[config.mk]
export PLATFORM = sky130hd
export DESIGN_NAME = framelet_line_router_unit
export DESIGN_NICKNAME = d
export VERILOG_FILES = /design/src/rtl/core/flr_pkg.sv /design/src/rtl/core/framelet_line_router_unit.sv /design/src/rtl/core/flr_divide.sv /design/src/rtl/core/flr_locate.sv /design/src/rtl/core/flr_place.sv
export SDC_FILE = /design/constraint.sdc
export NUM_CORES = 1
export LEC_CHECK = 0
export ABC_AREA = 0
export CAP_MARGIN = 25
export CORE_ASPECT_RATIO = 0.5
export CORE_MARGIN = 2
export CORE_UTILIZATION = 60
export CTS_CLUSTER_DIAMETER = 40
export DETAILED_ROUTE_END_ITERATION = 10
export DONT_BUFFER_PORTS = 1
export PLACE_DENSITY_LB_ADDON = 0.25
export SLEW_MARGIN = 20
export SYNTH_ARGS = -nofsm -noshare
export SYNTH_HDL_FRONTEND = slang
export SYNTH_SLANG_ARGS = --single-unit
export TNS_END_PERCENT = 20
[constraint.sdc]
create_clock -name clock -period 7.9 [get_ports clock]
set_input_delay 1.58 -clock clock [delete_from_list [all_inputs] [get_ports clock]]
set_output_delay 1.58 -clock clock [all_outputs]
set_load 0.02 [all_outputs]
[src/rtl/core/flr_pkg.sv]
// Shared types, constants and decode functions of the framelet line router.
// Used by every module in rtl/core; depends on nothing else.
package flr_pkg;

   // Field widths.
   localparam int OUT_LINE_W = 22;
   localparam int CSR_ADDR_W = 3;
   localparam int CSR_DATA_W = 20;
   localparam int CUBE_W     = 20;
   localparam int SAMPLES_W  = 13;
   localparam int START_W    = 12;
   localparam int OFFSET_W   = 6;
   localparam int REM_W      = 7;
   localparam int COEFF_W    = 6;
   localparam int PAD_W      = 12;
   localparam int OFF_W      = 5;

   // Instrument modes.
   typedef enum logic [1:0] {
      MODE_COLOR = 2'd0,
      MODE_VIS   = 2'd1,
      MODE_UV    = 2'd2,
      MODE_BW    = 2'd3
   } mode_type;

   // Register indexes of the configuration port.
   localparam logic [CSR_ADDR_W-1:0] CSR_MODE          = 3'd0;
   localparam logic [CSR_ADDR_W-1:0] CSR_COLOR_OFFSET  = 3'd1;
   localparam logic [CSR_ADDR_W-1:0] CSR_FLIP_LINES    = 3'd2;
   localparam logic [CSR_ADDR_W-1:0] CSR_UV_CUBE_LINES = 3'd3;
   localparam logic [CSR_ADDR_W-1:0] CSR_VIS_CUBE_LINES = 3'd4;
   localparam logic [CSR_ADDR_W-1:0] CSR_INPUT_SAMPLES = 3'd5;

   // Framelet set sizes in lines.
   localparam logic [REM_W-1:0] SET_COLOR = 7'd78;
   localparam logic [REM_W-1:0] SET_VIS   = 7'd70;
   localparam logic [REM_W-1:0] SET_UV    = 7'd8;
   localparam logic [REM_W-1:0] SET_BW    = 7'd14;

   // Framelet heights.
   localparam logic [3:0] UV_HEIGHT  = 4'd4;
   localparam logic [3:0] VIS_HEIGHT = 4'd14;

   // Centered ultraviolet window.
   localparam logic [SAMPLES_W-1:0] UV_WINDOW    = 13'd128;
   localparam logic [START_W-1:0]   UV_HALF_SPAN = 12'd64;

   // Reset values of the wide registers.
   localparam logic [CUBE_W-1:0]    CUBE_LINES_RESET    = 20'd1;
   localparam logic [SAMPLES_W-1:0] INPUT_SAMPLES_RESET = 13'd1024;

   // Destination codes.
   localparam logic [1:0] DEST_UV_EVEN  = 2'd0;
   localparam logic [1:0] DEST_VIS_EVEN = 2'd2;

   // Quotient and remainder of the set division.
   typedef struct packed {
      logic [OUT_LINE_W-1:0] set_low;
      logic [REM_W-1:0]      rem;
      logic                  zero;
   } div_type;

   // Framelet position and band decode.
   typedef struct packed {
      logic [OUT_LINE_W-1:0]   set_low;
      logic                    uv;
      logic [1:0]              dest;
      logic [2:0]              band;
      logic signed [OFF_W-1:0] line_off;
      logic [COEFF_W-1:0]      coeff;
   } loc_type;

   // Finished routing result.
   typedef struct packed {
      logic [1:0]            dest;
      logic [2:0]            band;
      logic [OUT_LINE_W-1:0] out_line;
      logic                  extract;
      logic [START_W-1:0]    start;
      logic                  err;
   } res_type;

   // Lines per framelet set for a mode.
   function automatic logic [REM_W-1:0] set_size(input mode_type m);
      logic [REM_W-1:0] s;
      case (m)
         MODE_COLOR: s = SET_COLOR;
         MODE_VIS:   s = SET_VIS;
         MODE_UV:    s = SET_UV;
         MODE_BW:    s = SET_BW;
         default:    s = SET_COLOR;
      endcase
      return s;
   endfunction

   // Height of framelet k in a set; zero past the last framelet in every mode but color.
   function automatic logic [3:0] fl_height(input mode_type m, input logic [2:0] k);
      logic [3:0] h;
      case (m)
         MODE_COLOR: h = (k < 3'd2) ? UV_HEIGHT : VIS_HEIGHT;
         MODE_VIS:   h = (k < 3'd5) ? VIS_HEIGHT : 4'd0;
         MODE_UV:    h = (k < 3'd2) ? UV_HEIGHT : 4'd0;
         MODE_BW:    h = (k == 3'd0) ? VIS_HEIGHT : 4'd0;
         default:    h = 4'd0;
      endcase
      return h;
   endfunction

   // Finds the framelet holding a set offset and derives band and stream.
   function automatic loc_type frame_locate(input mode_type m, input div_type d);
      loc_type          res;
      logic [REM_W-1:0] first;
      logic [3:0]       h;
      logic             found;
      logic [2:0]       fr;
      logic [REM_W-1:0] off;
      logic [2:0]       band_idx;
      first = '0;
      found = 1'b0;
      fr    = '0;
      off   = '0;
      // Walk the framelets of the set, seven at most.
      for (int k = 0; k < 7; k++) begin
         h = fl_height(m, 3'(k));
         if (!found && (d.rem < first + REM_W'(h))) begin
            found = 1'b1;
            fr    = 3'(k);
            off   = d.rem - first;
         end
         first = first + REM_W'(h);
      end
      h = fl_height(m, fr);
      res.set_low = d.set_low;
      res.uv      = (m == MODE_UV) || ((m == MODE_COLOR) && (fr < 3'd2));
      // Color mode numbers the visible bands from one again.
      res.band    = ((m == MODE_COLOR) && (fr >= 3'd2)) ? fr - 3'd1 : fr + 3'd1;
      band_idx    = res.band - 3'd1;
      res.coeff   = COEFF_W'(h) * COEFF_W'(band_idx);
      // Odd-numbered sets go to the even streams.
      res.dest    = (res.uv ? DEST_UV_EVEN : DEST_VIS_EVEN) | {1'b0, ~d.set_low[0]};
      // Line zero sits one line before the first framelet.
      res.line_off = d.zero ? {OFF_W{1'b1}} : OFF_W'(off);
      return res;
   endfunction

endpackage

[src/rtl/core/framelet_line_router_unit.sv]
// Top level of the framelet line router: configuration registers and pipeline.
// Depends on flr_pkg, flr_divide, flr_locate and flr_place.
//
//   Channel  Direction  Payload
//   req_     in         tdata: line_number
//   rsp_     out        tdata: out_band, out_line, start_sample; tuser: destination,
//                       extract_middle, error
//   csr_     in         write enable, register index, write data
//
// One line enters per cycle while the results are taken; its result passes through four division
// stages, one framelet search stage and three placement stages.
// Reset is synchronous and clears all stage valid bits and the configuration registers.
// A stalled result holds in the output stage; earlier stages keep filling any
// empty slot, so req_tready drops only once every stage holds a transaction.
module framelet_line_router_unit #(
   parameter int LINE_BITS = 20
) (
   input  logic                                clock,
   input  logic                                reset,
   // Input transactions.
   input  logic                                req_tvalid,
   output logic                                req_tready,
   // Bits from 0: line_number.
   input  logic [((LINE_BITS+7)/8)*8-1:0]      req_tdata,
   // Result transactions.
   output logic                                rsp_tvalid,
   input  logic                                rsp_tready,
   // Bits from 0: out_band [2:0], out_line [24:3], start_sample [36:25], zeros.
   output logic [39:0]                         rsp_tdata,
   // Bits from 0: destination [1:0], extract_middle [2], error [3].
   output logic [3:0]                          rsp_tuser,
   // Register writes.
   input  logic                                csr_wen,
   input  logic [flr_pkg::CSR_ADDR_W-1:0]      csr_addr,
   input  logic [flr_pkg::CSR_DATA_W-1:0]      csr_wdata
);
   import flr_pkg::*;

   mode_type               mode_ff;
   logic [OFFSET_W-1:0]    color_offset_ff;
   logic                   flip_lines_ff;
   logic [CUBE_W-1:0]      uv_cube_lines_ff;
   logic [CUBE_W-1:0]      vis_cube_lines_ff;
   logic [SAMPLES_W-1:0]   input_samples_ff;

   logic                   div_valid, div_ready;
   div_type                div_data;
   logic                   loc_valid, loc_ready;
   loc_type                loc_data;
   res_type                res;

   // Configuration registers.
   always_ff @(posedge clock) begin
      if (reset) begin
         mode_ff           <= MODE_COLOR;
         color_offset_ff   <= '0;
         flip_lines_ff     <= 1'b0;
         uv_cube_lines_ff  <= CUBE_LINES_RESET;
         vis_cube_lines_ff <= CUBE_LINES_RESET;
         input_samples_ff  <= INPUT_SAMPLES_RESET;
      end else if (csr_wen) begin
         case (csr_addr)
            CSR_MODE:           mode_ff           <= mode_type'(csr_wdata[1:0]);
            CSR_COLOR_OFFSET:   color_offset_ff   <= csr_wdata[OFFSET_W-1:0];
            CSR_FLIP_LINES:     flip_lines_ff     <= csr_wdata[0];
            CSR_UV_CUBE_LINES:  uv_cube_lines_ff  <= csr_wdata[CUBE_W-1:0];
            CSR_VIS_CUBE_LINES: vis_cube_lines_ff <= csr_wdata[CUBE_W-1:0];
            CSR_INPUT_SAMPLES:  input_samples_ff  <= csr_wdata[SAMPLES_W-1:0];
            default: ;
         endcase
      end
   end

   // Set number and offset within the set.
   flr_divide #(
      .LINE_BITS (LINE_BITS)
   ) u_divide (
      .clock       (clock),
      .reset       (reset),
      .mode        (mode_ff),
      .in_valid    (req_tvalid),
      .in_ready    (req_tready),
      .line_number (req_tdata[LINE_BITS-1:0]),
      .out_valid   (div_valid),
      .out_ready   (div_ready),
      .out_data    (div_data)
   );

   // Framelet, band and stream.
   flr_locate u_locate (
      .clock     (clock),
      .reset     (reset),
      .mode      (mode_ff),
      .in_valid  (div_valid),
      .in_ready  (div_ready),
      .in_data   (div_data),
      .out_valid (loc_valid),
      .out_ready (loc_ready),
      .out_data  (loc_data)
   );

   // Output line, flip and UV window.
   flr_place u_place (
      .clock          (clock),
      .reset          (reset),
      .color_offset   (color_offset_ff),
      .flip_lines     (flip_lines_ff),
      .uv_cube_lines  (uv_cube_lines_ff),
      .vis_cube_lines (vis_cube_lines_ff),
      .input_samples  (input_samples_ff),
      .in_valid       (loc_valid),
      .in_ready       (loc_ready),
      .in_data        (loc_data),
      .out_valid      (rsp_tvalid),
      .out_ready      (rsp_tready),
      .out_data       (res)
   );

   // Result packing.
   assign rsp_tdata = {3'b000, res.start, res.out_line, res.band};
   assign rsp_tuser = {res.err, res.extract, res.dest};

endmodule

[src/rtl/core/flr_divide.sv]
// Four-stage division of the zero-based line number by the set size.
// Depends on flr_pkg for the mode type, set sizes and the result struct.
module flr_divide #(
   parameter int LINE_BITS = 20
) (
   input  logic                  clock,
   input  logic                  reset,
   input  flr_pkg::mode_type     mode,
   input  logic                  in_valid,
   output logic                  in_ready,
   input  logic [LINE_BITS-1:0]  line_number,
   output logic                  out_valid,
   input  logic                  out_ready,
   output flr_pkg::div_type      out_data
);
   import flr_pkg::*;

   localparam int NS    = 4;
   localparam int MUL_W = LINE_BITS - 2;
   localparam longint unsigned SCALE = 64'd1 << LINE_BITS;
   localparam logic [MUL_W-1:0] RECIP_COLOR = MUL_W'(SCALE / SET_COLOR);
   localparam logic [MUL_W-1:0] RECIP_VIS   = MUL_W'(SCALE / SET_VIS);
   localparam logic [MUL_W-1:0] RECIP_UV    = MUL_W'(SCALE / SET_UV);
   localparam logic [MUL_W-1:0] RECIP_BW    = MUL_W'(SCALE / SET_BW);

   logic [NS-1:0]              vld_ff;
   logic [NS:0]                adv;
   logic [MUL_W-1:0]           recip;
   logic [REM_W-1:0]           divisor;
   logic [LINE_BITS-1:0]       x1_in, x1_ff, x2_ff;
   logic                       zero1_ff, zero2_ff, zero3_ff, zero4_ff;
   logic [LINE_BITS+MUL_W-1:0] prod;
   logic [LINE_BITS-1:0]       q2_ff, q3_ff, q4_in, q4_ff;
   logic [LINE_BITS-1:0]       qd;
   logic [LINE_BITS-1:0]       diff;
   logic [REM_W:0]             r3_ff;
   logic [REM_W-1:0]           r4_in, r4_ff;
   logic [LINE_BITS+OUT_LINE_W-1:0] q_wide;

   // Stage handshake: a stage moves when it is empty or its successor moves.
   assign adv[NS] = out_ready;
   for (genvar k = 0; k < NS; k++) begin : g_adv
      assign adv[k] = ~vld_ff[k] | adv[k+1];
   end
   assign in_ready  = adv[0];
   assign out_valid = vld_ff[NS-1];

   always_ff @(posedge clock) begin
      if (reset) begin
         vld_ff <= '0;
      end else begin
         if (adv[0]) begin
            vld_ff[0] <= in_valid;
         end
         for (int k = 1; k < NS; k++) begin
            if (adv[k]) begin
               vld_ff[k] <= vld_ff[k-1];
            end
         end
      end
   end

   // Reciprocal and divisor of the current mode.
   always_comb begin
      case (mode)
         MODE_COLOR: recip = RECIP_COLOR;
         MODE_VIS:   recip = RECIP_VIS;
         MODE_UV:    recip = RECIP_UV;
         MODE_BW:    recip = RECIP_BW;
         default:    recip = RECIP_COLOR;
      endcase
   end
   assign divisor = set_size(mode);

   // Stage one: make the line number zero-based; line zero divides as zero.
   assign x1_in = (line_number == '0) ? '0 : line_number - LINE_BITS'(1);

   always_ff @(posedge clock) begin
      if (adv[0]) begin
         x1_ff    <= x1_in;
         zero1_ff <= (line_number == '0);
      end
   end

   // Stage two: estimated quotient, low by at most one.
   assign prod = {{MUL_W{1'b0}}, x1_ff} * {{LINE_BITS{1'b0}}, recip};

   always_ff @(posedge clock) begin
      if (adv[1]) begin
         q2_ff    <= prod[LINE_BITS+MUL_W-1:MUL_W] >> (LINE_BITS - MUL_W);
         x2_ff    <= x1_ff;
         zero2_ff <= zero1_ff;
      end
   end

   // Stage three: partial remainder, below twice the divisor.
   assign qd   = q2_ff * LINE_BITS'(divisor);
   assign diff = x2_ff - qd;

   always_ff @(posedge clock) begin
      if (adv[2]) begin
         r3_ff    <= diff[REM_W:0];
         q3_ff    <= q2_ff;
         zero3_ff <= zero2_ff;
      end
   end

   // Stage four: one correction step.
   always_comb begin
      if (r3_ff >= {1'b0, divisor}) begin
         q4_in = q3_ff + LINE_BITS'(1);
         r4_in = REM_W'(r3_ff - {1'b0, divisor});
      end else begin
         q4_in = q3_ff;
         r4_in = r3_ff[REM_W-1:0];
      end
   end

   always_ff @(posedge clock) begin
      if (adv[3]) begin
         q4_ff    <= q4_in;
         r4_ff    <= r4_in;
         zero4_ff <= zero3_ff;
      end
   end

   // The set number is zero-extended and cut to the output line width.
   assign q_wide           = {{OUT_LINE_W{1'b0}}, q4_ff};
   assign out_data.set_low = q_wide[OUT_LINE_W-1:0];
   assign out_data.rem     = r4_ff;
   assign out_data.zero    = zero4_ff;

endmodule

[src/rtl/core/flr_locate.sv]
// One-stage framelet search, band decode and stream selection.
// Depends on flr_pkg for frame_locate and the stage structs.
module flr_locate (
   input  logic              clock,
   input  logic              reset,
   input  flr_pkg::mode_type mode,
   input  logic              in_valid,
   output logic              in_ready,
   input  flr_pkg::div_type  in_data,
   output logic              out_valid,
   input  logic              out_ready,
   output flr_pkg::loc_type  out_data
);
   import flr_pkg::*;

   logic    vld_ff;
   logic    adv;
   loc_type loc_in, loc_ff;

   // The stage moves when empty or when the next one takes its transaction.
   assign adv       = ~vld_ff | out_ready;
   assign in_ready  = adv;
   assign out_valid = vld_ff;

   always_ff @(posedge clock) begin
      if (reset) begin
         vld_ff <= 1'b0;
      end else if (adv) begin
         vld_ff <= in_valid;
      end
   end

   // Framelet, band, stream and padding factor.
   assign loc_in = frame_locate(mode, in_data);

   always_ff @(posedge clock) begin
      if (adv) begin
         loc_ff <= loc_in;
      end
   end

   assign out_data = loc_ff;

endmodule

[src/rtl/core/flr_place.sv]
// Three-stage output line placement with padding, flip and UV window.
// Depends on flr_pkg for the stage structs and window constants.
module flr_place (
   input  logic                                clock,
   input  logic                                reset,
   input  logic [flr_pkg::OFFSET_W-1:0]        color_offset,
   input  logic                                flip_lines,
   input  logic [flr_pkg::CUBE_W-1:0]          uv_cube_lines,
   input  logic [flr_pkg::CUBE_W-1:0]          vis_cube_lines,
   input  logic [flr_pkg::SAMPLES_W-1:0]       input_samples,
   input  logic                                in_valid,
   output logic                                in_ready,
   input  flr_pkg::loc_type                    in_data,
   output logic                                out_valid,
   input  logic                                out_ready,
   output flr_pkg::res_type                    out_data
);
   import flr_pkg::*;

   localparam int NS = 3;

   logic [NS-1:0]           vld_ff;
   logic [NS:0]             adv;
   logic [OUT_LINE_W-1:0]   set_h_in, set_h_ff;
   logic [PAD_W-1:0]        pad_ff;
   loc_type                 loc1_ff, loc2_ff;
   logic [OUT_LINE_W-1:0]   t_ff;
   logic [OUT_LINE_W-1:0]   cube;
   logic [OUT_LINE_W-1:0]   off_ext;
   res_type                 res_in, res_ff;

   // Stage handshake.
   assign adv[NS] = out_ready;
   for (genvar k = 0; k < NS; k++) begin : g_adv
      assign adv[k] = ~vld_ff[k] | adv[k+1];
   end
   assign in_ready  = adv[0];
   assign out_valid = vld_ff[NS-1];

   always_ff @(posedge clock) begin
      if (reset) begin
         vld_ff <= '0;
      end else begin
         if (adv[0]) begin
            vld_ff[0] <= in_valid;
         end
         for (int k = 1; k < NS; k++) begin
            if (adv[k]) begin
               vld_ff[k] <= vld_ff[k-1];
            end
         end
      end
   end

   // Stage one: set times framelet height (4 or 14) and the band padding.
   assign set_h_in = in_data.uv ? (in_data.set_low << 2)
                                : (in_data.set_low << 4) - (in_data.set_low << 1);

   always_ff @(posedge clock) begin
      if (adv[0]) begin
         set_h_ff <= set_h_in;
         pad_ff   <= PAD_W'(in_data.coeff) * PAD_W'(color_offset);
         loc1_ff  <= in_data;
      end
   end

   // Stage two: first line of the framelet before the base offset.
   always_ff @(posedge clock) begin
      if (adv[1]) begin
         t_ff    <= set_h_ff + OUT_LINE_W'(pad_ff);
         loc2_ff <= loc1_ff;
      end
   end

   // Stage three: optional flip, line offset and UV window.
   assign cube    = OUT_LINE_W'(loc2_ff.uv ? uv_cube_lines : vis_cube_lines);
   assign off_ext = {{(OUT_LINE_W-OFF_W){loc2_ff.line_off[OFF_W-1]}}, loc2_ff.line_off};

   always_comb begin
      res_in.dest    = loc2_ff.dest;
      res_in.band    = loc2_ff.band;
      res_in.extract = loc2_ff.uv;
      if (flip_lines) begin
         res_in.out_line = cube - t_ff + off_ext;
      end else begin
         res_in.out_line = t_ff + OUT_LINE_W'(1) + off_ext;
      end
      // A UV line narrower than the window flags an error and starts at zero.
      res_in.err   = loc2_ff.uv && (input_samples < UV_WINDOW);
      res_in.start = '0;
      if (loc2_ff.uv && !res_in.err) begin
         res_in.start = input_samples[SAMPLES_W-1:1] - UV_HALF_SPAN;
      end
   end

   always_ff @(posedge clock) begin
      if (adv[2]) begin
         res_ff <= res_in;
      end
   end

   assign out_data = res_ff;

endmodule

==> results of run 1 <==
## cells in the mapped netlist, drive strengths merged, types with 4 or more instances
master	instances	area, sq um
o21ai	88	444
a31o	4	35.0
edfxtp	253	7600
nand2	227	852
mux2i	32	320
ha	327	4090
inv	451	1690
fa	198	3960
and2	94	588
a31oi	6	37.5
a211oi	11	97.6
nor2	130	490
or3	12	75.1
a21o	42	315
o21a	14	105
a21boi	8	60.1
nor3	30	150
a21oi	148	756
nand3b	5	37.5
nand2b	19	119
a211o	5	43.8
nor2b	81	514
a221oi	4	41.3
nand3	32	160
nand4	12	75.1
or2	8	50.1
o31ai	9	67.6
dfxtp	69	1380
buf	8	41.3
o221ai	5	43.8
mux2	5	56.3
nor4	8	56.3
xor2	55	482
xnor2	88	771
clkbuf	42	158
and3	10	62.6
o21bai	8	60.1
o311ai	4	35.0
## worst reg2reg max path, stage by stage (launching register included)
cell and delay, ps:
dfxtp_1 480, inv_1 160, ha_1 540, and2_1 400
fa_1 540, inv_1 50, fa_1 500, inv_1 50
fa_1 480, inv_1 70, fa_1 530, inv_1 60
fa_1 540, inv_1 60, fa_1 530, inv_1 40
ha_1 370, a21o_1 180, a21o_1 190, a21o_1 210
a31oi_1 200, a21bo_2 260, a21oi_2 200, o21ai_1 110
or2_1 240, a21oi_1 190, xnor2_1 80
## layout make-up
class | instances | area share [%]
multi-input cells | 1775 | 54.9
flip-flops and latches | 322 | 31.8
inverters | 453 | 6.02
clock buffers | 39 | 3.15
well taps | 588 | 2.61
clock inverters | 23 | 0.895
repair buffers | 21 | 0.674
## per-layer routing
metal  track usage [%]  share of wire (%)  up-vias
met3              3.98                5.3       90
met2              38.0                 46      407
met4              7.00                2.8        0
met1              31.9                 46     8281
met5                 0                  0        -
li1                  -                  -     8655
## power by group
part           switching, mW  internal, mW
clock network          0.698         0.933
logic                   3.76          3.07
registers              0.503          2.80
## registers in the layout, summed over array words and instances (netlist names), 11 cells and up
name / flops
u_place.t_ff: 21
uv_cube_lines_ff: 20
u_place.set_h_ff: 21
input_samples_ff: 12
u_divide.q3_ff: 18
vis_cube_lines_ff: 20
u_place.loc1_ff: 11
u_divide.q4_ff: 19
u_divide.q2_ff: 18
u_divide.x1_ff: 20
u_place.out_data: 41
u_place.pad_ff: 11
u_place.loc2_ff: 11
u_locate.out_data: 35
## layout by cell type (no fill, tap or decap), drive strengths merged, types with 5 or more instances in the layout
| cell | n |
|---|---|
| inv | 455 |
| ha | 327 |
| edfxtp | 253 |
| nand2 | 227 |
| fa | 198 |
| a21oi | 148 |
| nor2 | 130 |
| and2 | 94 |
| xnor2 | 88 |
| o21ai | 88 |
| nor2b | 81 |
| dfxtp | 69 |
| xor2 | 55 |
| a21o | 42 |
| clkbuf | 39 |
| nand3 | 32 |
| mux2i | 32 |
| nor3 | 30 |
| buf | 21 |
| nand2b | 19 |
| clkinv | 17 |
| o21a | 14 |
| nand4 | 12 |
| or3 | 12 |
| a211oi | 11 |
| and3 | 10 |
| o31ai | 9 |
| o21bai | 8 |
| nor4 | 8 |
| or2 | 8 |
| a21boi | 8 |
| a31oi | 6 |
| a211o | 5 |
| nand3b | 5 |
| mux2 | 5 |
| o221ai | 5 |
## logic make-up (layout without fill, tap and decap cells)
family	after synthesis	after routing	share of synthesized area [%]
buffers and inverters	503	536	7.21
adder cells (fa/ha/maj)	525	525	30.6
flip-flops	322	322	34.1
AND/OR/NAND/NOR	682	682	12.7
other	1	3	0.0142
AO/OA/AOI/OAI	384	384	9.16
multiplexers	37	37	1.43
XOR/XNOR	144	144	4.84
## worst min path at each step
| stage | from | to | slack (ps) | cells past startpoint |
|---|---|---|---|---|
| 2_1_floorplan | u_divide.q2_ff[10]$_DFFE_PP_ | u_divide.q3_ff[10]$_DFFE_PP_ | 400 | 0 |
| 3_3_place_gp | u_locate.out_data[6]$_SDFFCE_PP1P_ | u_place.loc1_ff[6]$_DFFE_PP_ | 400 | 0 |
| 3_5_place_dp | u_divide.zero2_ff$_DFFE_PP_ | u_divide.zero3_ff$_DFFE_PP_ | 400 | 0 |
| 4_1_cts | u_divide.q4_ff[7]$_DFFE_PP_ | u_locate.out_data[24]$_DFFE_PP_ | 400 | 0 |
| 5_1_grt | u_divide.q4_ff[15]$_DFFE_PP_ | u_locate.out_data[32]$_DFFE_PP_ | 410 | 0 |
| 6_report | u_divide.q4_ff[11]$_DFFE_PP_ | u_locate.out_data[28]$_DFFE_PP_ | 400 | 0 |
==> flow_summary.rst, run 1 <==
.. list-table::
   :header-rows: 1

   * - Metric
     - Value
   * - Remaining max-slew budget at the tightest pin
     - 36.5%
   * - Power density relative to cell area
     - 417 nW/um^2
   * - DRC violations left
     - 0
   * - DRT iter0 DRCs
     - 864
   * - Number of H-tree levels
     - 2
   * - Final min period
     - 7490 ps
   * - Cts-stage hold buffer count
     - 0
   * - Worst vdd rail ir drop
     - 333 uV
   * - Max stage delay on crit path
     - 540 ps
   * - Cell type of the slowest stage on the worst timing path
     - ha_1
   * - Worst EP required
     - between 8000 and 9000 ps
   * - Arrival time of data at the critical path endpoint
     - 7780 ps
   * - Worst setup path startpoint
     - mode_ff[1]$_SDFFE_PP0P_
   * - Sort of element at the start of the critical path
     - flop
   * - Warnings from Yosys
     - 0
   * - Core occupancy in the finished layout
     - 65.0%
   * - Flops & latches, synth
     - roughly 320
   * - Fraction of the cycle the final worst path needs
     - 94.9%
   * - Sinks on Clock Net
     - 322
   * - Number of library cell types mapped by synthesis
     - 80
   * - Quantity of I/O buffers inserted on ports
     - 0
   * - Share of the yosys chip area belonging to registers
     - 34.1%
   * - Post-Route Skew
     - 30.2 ps
   * - Post-synthesis instance area
     - 26400 sq um
   * - Buf+Inv Stages, Crit Path
     - 7
   * - Cell family contributing the most delay on the critical path
     - adder cells
   * - Root Driver
     - clkbuf_16
   * - Category of the critical setup timing path
     - flop to flop
   * - Total of max-cap violations
     - 0
   * - Global-route usage over all layers
     - 23.2%
   * - Final-layout worst hold slack
     - between 300 and 400 ps
   * - Detailed-route wire length per cell
     - ~16 um
   * - Buffers from clock root to sink, at most
     - 3
   * - Mean Syn Cell Area
     - 10.1 sq um
   * - Vias in the first global route
     - 17400
   * - Gr ovfl total
     - 0
   * - Count of flip-flops with a built-in enable after synthesis
     - 253
   * - Post-placement setup slack
     - 477 ps
   * - Clock tree from TritonCTS
     - built
   * - Placed cell count
     - 3156
   * - Depth of the critical timing path with buffers and inverters included
     - 26
   * - Sort of element at the end of the critical path
     - flop
   * - Filler instances
     - about 3400
   * - Total chip power
     - 11.8 mW
   * - LEAKAGE
     - roughly 13 nW
   * - Core footprint
     - 43400 sq um
   * - Number of antenna diodes
     - 0
   * - Starting utilization of the core area
     - 60.7%
   * - Primary FF master, synth
     - edfxtp_1
   * - HPWL reported at the end of detailed placement
     - 41.1 mm
   * - Die Span Y
     - 152 um
   * - Die area
     - 45700 sq um
   * - Area added between synthesis and finish
     - 7.16%
   * - CTS clk-pin slew, worst paths
     - 60 ps
   * - Post-synthesis async set-or-reset flop share
     - 0%
   * - TritonCTS Buffers
     - 35
   * - Non-filler instance count after layout
     - 3221
   * - Count of final max-slew check failures
     - 0
   * - Final-stage net count
     - ~3200
   * - Finish-stage setup viols
     - 0
   * - Final-layout setup total negative slack
     - 0 ps
   * - WL final
     - approximately 52 mm
   * - Dpl cell area
     - 27000 sq um
   * - Number of rows created at floorplan
     - 54
   * - Routed Antenna Nets
     - 0
   * - Reg2Reg Capture Point
     - u_divide.q2_ff[17]$_DFFE_PP_
   * - Worst setup path endpoint
     - u_divide.q2_ff[17]$_DFFE_PP_
   * - RSZ-0062 raised after global routing
     - no
   * - Reg area
     - between 8000 and 9000 sq um
   * - Count of endpoints failing hold in the final timing report
     - 0
   * - Via count
     - 17400
   * - Post-synthesis cell count
     - 2598
   * - I/O Pins
     - 98
   * - FF-to-FF setup slack
     - 410 ps
   * - Wire length of the first global-routing pass
     - about 86 mm
   * - Weighted congestion reported at the end of routability-driven placement
     - roughly 0.9
   * - Detailed-router iteration count before antenna repair
     - 5
   * - Horizontal die dimension
     - 300 um
   * - Clock insertion delay at the later pin of the skew report
     - 550 ps
   * - Pin count of the biggest net entering global routing
     - 70
   * - Cts repair resizes
     - 0
   * - Via count normalized by instance count
     - 5.41
   * - Maximum fanout along the worst path
     - 23
   * - Max frequency
     - roughly 130 MHz
   * - Post-layout worst setup margin
     - 406 ps
   * - Cell area after layout
     - 28200 sq um
   * - Worst slew pin tran
     - 952 ps
   * - Reg2reg path depth
     - 26
   * - Worst Hold Class
     - flop to flop
   * - Outcome
     - finished clean
   * - Number of antenna violations at the first check in global routing
     - 0
   * - Share of layout cells above drive strength 1
     - 4.14%
   * - Crit-path most repeated cell
     - inv_1
   * - Setup Fix Bufs, Post-CTS
     - 0
   * - Footprint of the multi-input gates
     - 15500 sq um
   * - Worst reg2reg startpoint
     - mode_ff[1]$_SDFFE_PP0P_
No activity file was read; power rests on OpenSTA's default activity.
==> run 2, diff against run 1 <==
--- a/config.mk
+++ b/config.mk
@@ -8,8 +8,7 @@
 export ABC_AREA = 0
 export CAP_MARGIN = 25
 export CORE_ASPECT_RATIO = 0.5
-export CORE_MARGIN = 2
-export CORE_UTILIZATION = 60
+export CORE_UTILIZATION = 50
 export CTS_CLUSTER_DIAMETER = 40
 export DETAILED_ROUTE_END_ITERATION = 10
 export DONT_BUFFER_PORTS = 1
==> flow_summary.rst, run 2 (synthesis gave the netlist of run 1 again) <==
.. list-table::
   :header-rows: 1

   * - Metric
     - Value
   * - Quantity of I/O buffers inserted on ports
     - 0
   * - Vias in the first global route
     - approximately 17000
   * - Remaining max-slew budget at the tightest pin
     - 42.1%
   * - Cts-stage hold buffer count
     - 0
   * - Max stage delay on crit path
     - between 700 and 800 ps
   * - Number of antenna diodes
     - 0
   * - Die area
     - 53700 sq um
   * - Grt peak-use layer
     - met2
   * - Worst EP required
     - about 8200 ps
   * - Top library cells by usage in the layout, fill and taps aside
     - inv_1 (450), ha_1 (327), edfxtp_1 (253), nand2_1 (226), fa_1 (198)
   * - Detailed-router iteration count before antenna repair
     - 5
   * - Buf+Inv Stages, Crit Path
     - 6
   * - Number of flip-flops under the largest register name
     - between 40 and 50
   * - Global-route usage over all layers
     - about 20%
   * - Wire length of the first global-routing pass
     - approximately 85 mm
   * - Final min period
     - 7260 ps
   * - Met2 track demand over resource in global routing
     - about a third
   * - CTS clk-pin slew, worst paths
     - around 70 ps
   * - Crit-path most repeated cell
     - fa_1
   * - Sinks on Clock Net
     - between 300 and 400
   * - Fraction of the cycle the final worst path needs
     - 91.9%
   * - Number of antenna violations at the first check in global routing
     - 1
   * - Area added between synthesis and finish
     - 8.53%
   * - Final-stage net count
     - 3193
   * - Number of rows created at floorplan
     - 59
   * - I/O Pins
     - 98
   * - Dpl cell area
     - 27200 sq um
   * - Via count
     - 17300
   * - Starting utilization of the core area
     - 50.7%
   * - Filler instances
     - 4572
   * - Post-Route Skew
     - 13.7 ps
   * - Count of endpoints failing hold in the final timing report
     - 0
   * - Worst slew pin tran
     - about 870 ps
   * - Sort of element at the end of the critical path
     - flop
   * - Die Span Y
     - between 150 and 200 um
   * - Count of final max-slew check failures
     - 0
   * - Sort of element at the start of the critical path
     - flop
   * - Weighted congestion reported at the end of routability-driven placement
     - 0.907
   * - WL final
     - ~52 mm
   * - Buffers from clock root to sink, at most
     - 3
   * - Routed Antenna Nets
     - 0
   * - Maximum fanout along the worst path
     - 16
   * - Cell area after layout
     - about 29000 sq um
   * - Most common cell after layout, fill and taps aside
     - inv_1
   * - LEAKAGE
     - 13.3 nW
   * - Via count normalized by instance count
     - 5.17
   * - Cell type of the slowest stage on the worst timing path
     - ha_1
   * - Setup Fix Bufs, Post-CTS
     - 0
   * - Clock tree from TritonCTS
     - built
   * - TritonCTS Buffers
     - 37
   * - Final-layout setup total negative slack
     - 0 ps
   * - Clock insertion delay at the later pin of the skew report
     - about 540 ps
   * - Cts repair resizes
     - 0
   * - Cell family contributing the most delay on the critical path
     - adder cells
   * - Post-layout worst setup margin
     - 642 ps
   * - Max frequency
     - roughly 140 MHz
   * - Number of H-tree levels
     - 2
   * - DRT iter0 DRCs
     - roughly 810
   * - Post-placement setup slack
     - 656 ps
   * - Outcome
     - finished clean
   * - Finish-stage setup viols
     - 0
   * - Gr ovfl total
     - 0
   * - Root Driver
     - clkbuf_16
   * - Met1 usage in global routing
     - approximately 27%
   * - Power density relative to cell area
     - 417 nW/um^2
   * - Worst Hold Class
     - flop to flop
   * - Detailed-route wire length per cell
     - ~16 um
   * - Core footprint
     - 52000 sq um
   * - Pin count of the biggest net entering global routing
     - 70
   * - Fraction of met3 tracks used by global routing
     - about 4.0%
   * - RSZ-0062 raised after global routing
     - no
   * - Worst vdd rail ir drop
     - 279 uV
   * - HPWL reported at the end of detailed placement
     - 42.0 mm
   * - Share of layout cells above drive strength 1
     - about 4.7%
   * - DRC violations left
     - 0
   * - Arrival time of data at the critical path endpoint
     - 7550 ps
   * - Horizontal die dimension
     - 327 um
   * - Category of the critical setup timing path
     - flop to flop
   * - Total of max-cap violations
     - 0
run 2: cell type report:
cell class                      count  area (sq um)  area share (%)
Sequential cell                   322          8980            31.4
Tap cell                          701           877            3.07
Inverter                          453          1700            5.95
Multi-Input combinational cell   1775         15500            54.2
Clock inverter                     27           360            1.26
Clock buffer                       40           958            3.35
Timing Repair Buffer               27           235           0.823
run 2: final timing paths:
check | from | to | slack (ps) | depth (start not counted)
worst min-delay path | u_divide.q4_ff[8]$_DFFE_PP_ | u_locate.out_data[25]$_DFFE_PP_ | 410 | 0
worst max-delay path | mode_ff[1]$_SDFFE_PP0P_ | u_divide.q2_ff[17]$_DFFE_PP_ | 640 | 25
worst max register to register | mode_ff[1]$_SDFFE_PP0P_ | u_divide.q2_ff[17]$_DFFE_PP_ | 640 | 25
worst min register to register | u_divide.q4_ff[8]$_DFFE_PP_ | u_locate.out_data[25]$_DFFE_PP_ | 410 | 0
run 2: report_power, final:
part | leakage [nW] | internal, mW | switching, mW | total [mW]
Clock | 0.634 | 1.10 | 0.734 | 1.83
Sequential | 3.33 | 2.80 | 0.488 | 3.29
Combinational | 9.35 | 3.07 | 3.74 | 6.80
run 2: stage by stage:
| stage | hold WS, ps | total power [mW] | instances | util (%) |
|---|---|---|---|---|
| 2_1_floorplan | 400 | 8.60 | 2600 | - |
| 3_3_place_gp | 401 | 9.92 | 3273 | 52.4 |
| 3_5_place_dp | 405 | 10.1 | 3274 | 52.4 |
| 4_1_cts | 410 | 12.0 | 3341 | 54.9 |
| 5_1_grt | 419 | 13.1 | 3345 | 55.0 |
| 6_report | 406 | 11.9 | 3345 | 55.0 |
run 2: metal layers:
layer,vias up,share of wire (%)
li1,8688,-
met1,8205,47
met2,320,45
met3,78,5.4
met4,0,2.3
met5,-,0
run 2: worst register-to-register path, delay by kind of cell, from the launching register on:
kind	cells	cell delay, ps
AO/OA/AOI/OAI	8	1540
XOR/XNOR	1	90
adder cells (fa/ha/maj)	8	4070
buffers and inverters	6	620
flip-flops	1	400
AND/OR/NAND/NOR	2	320
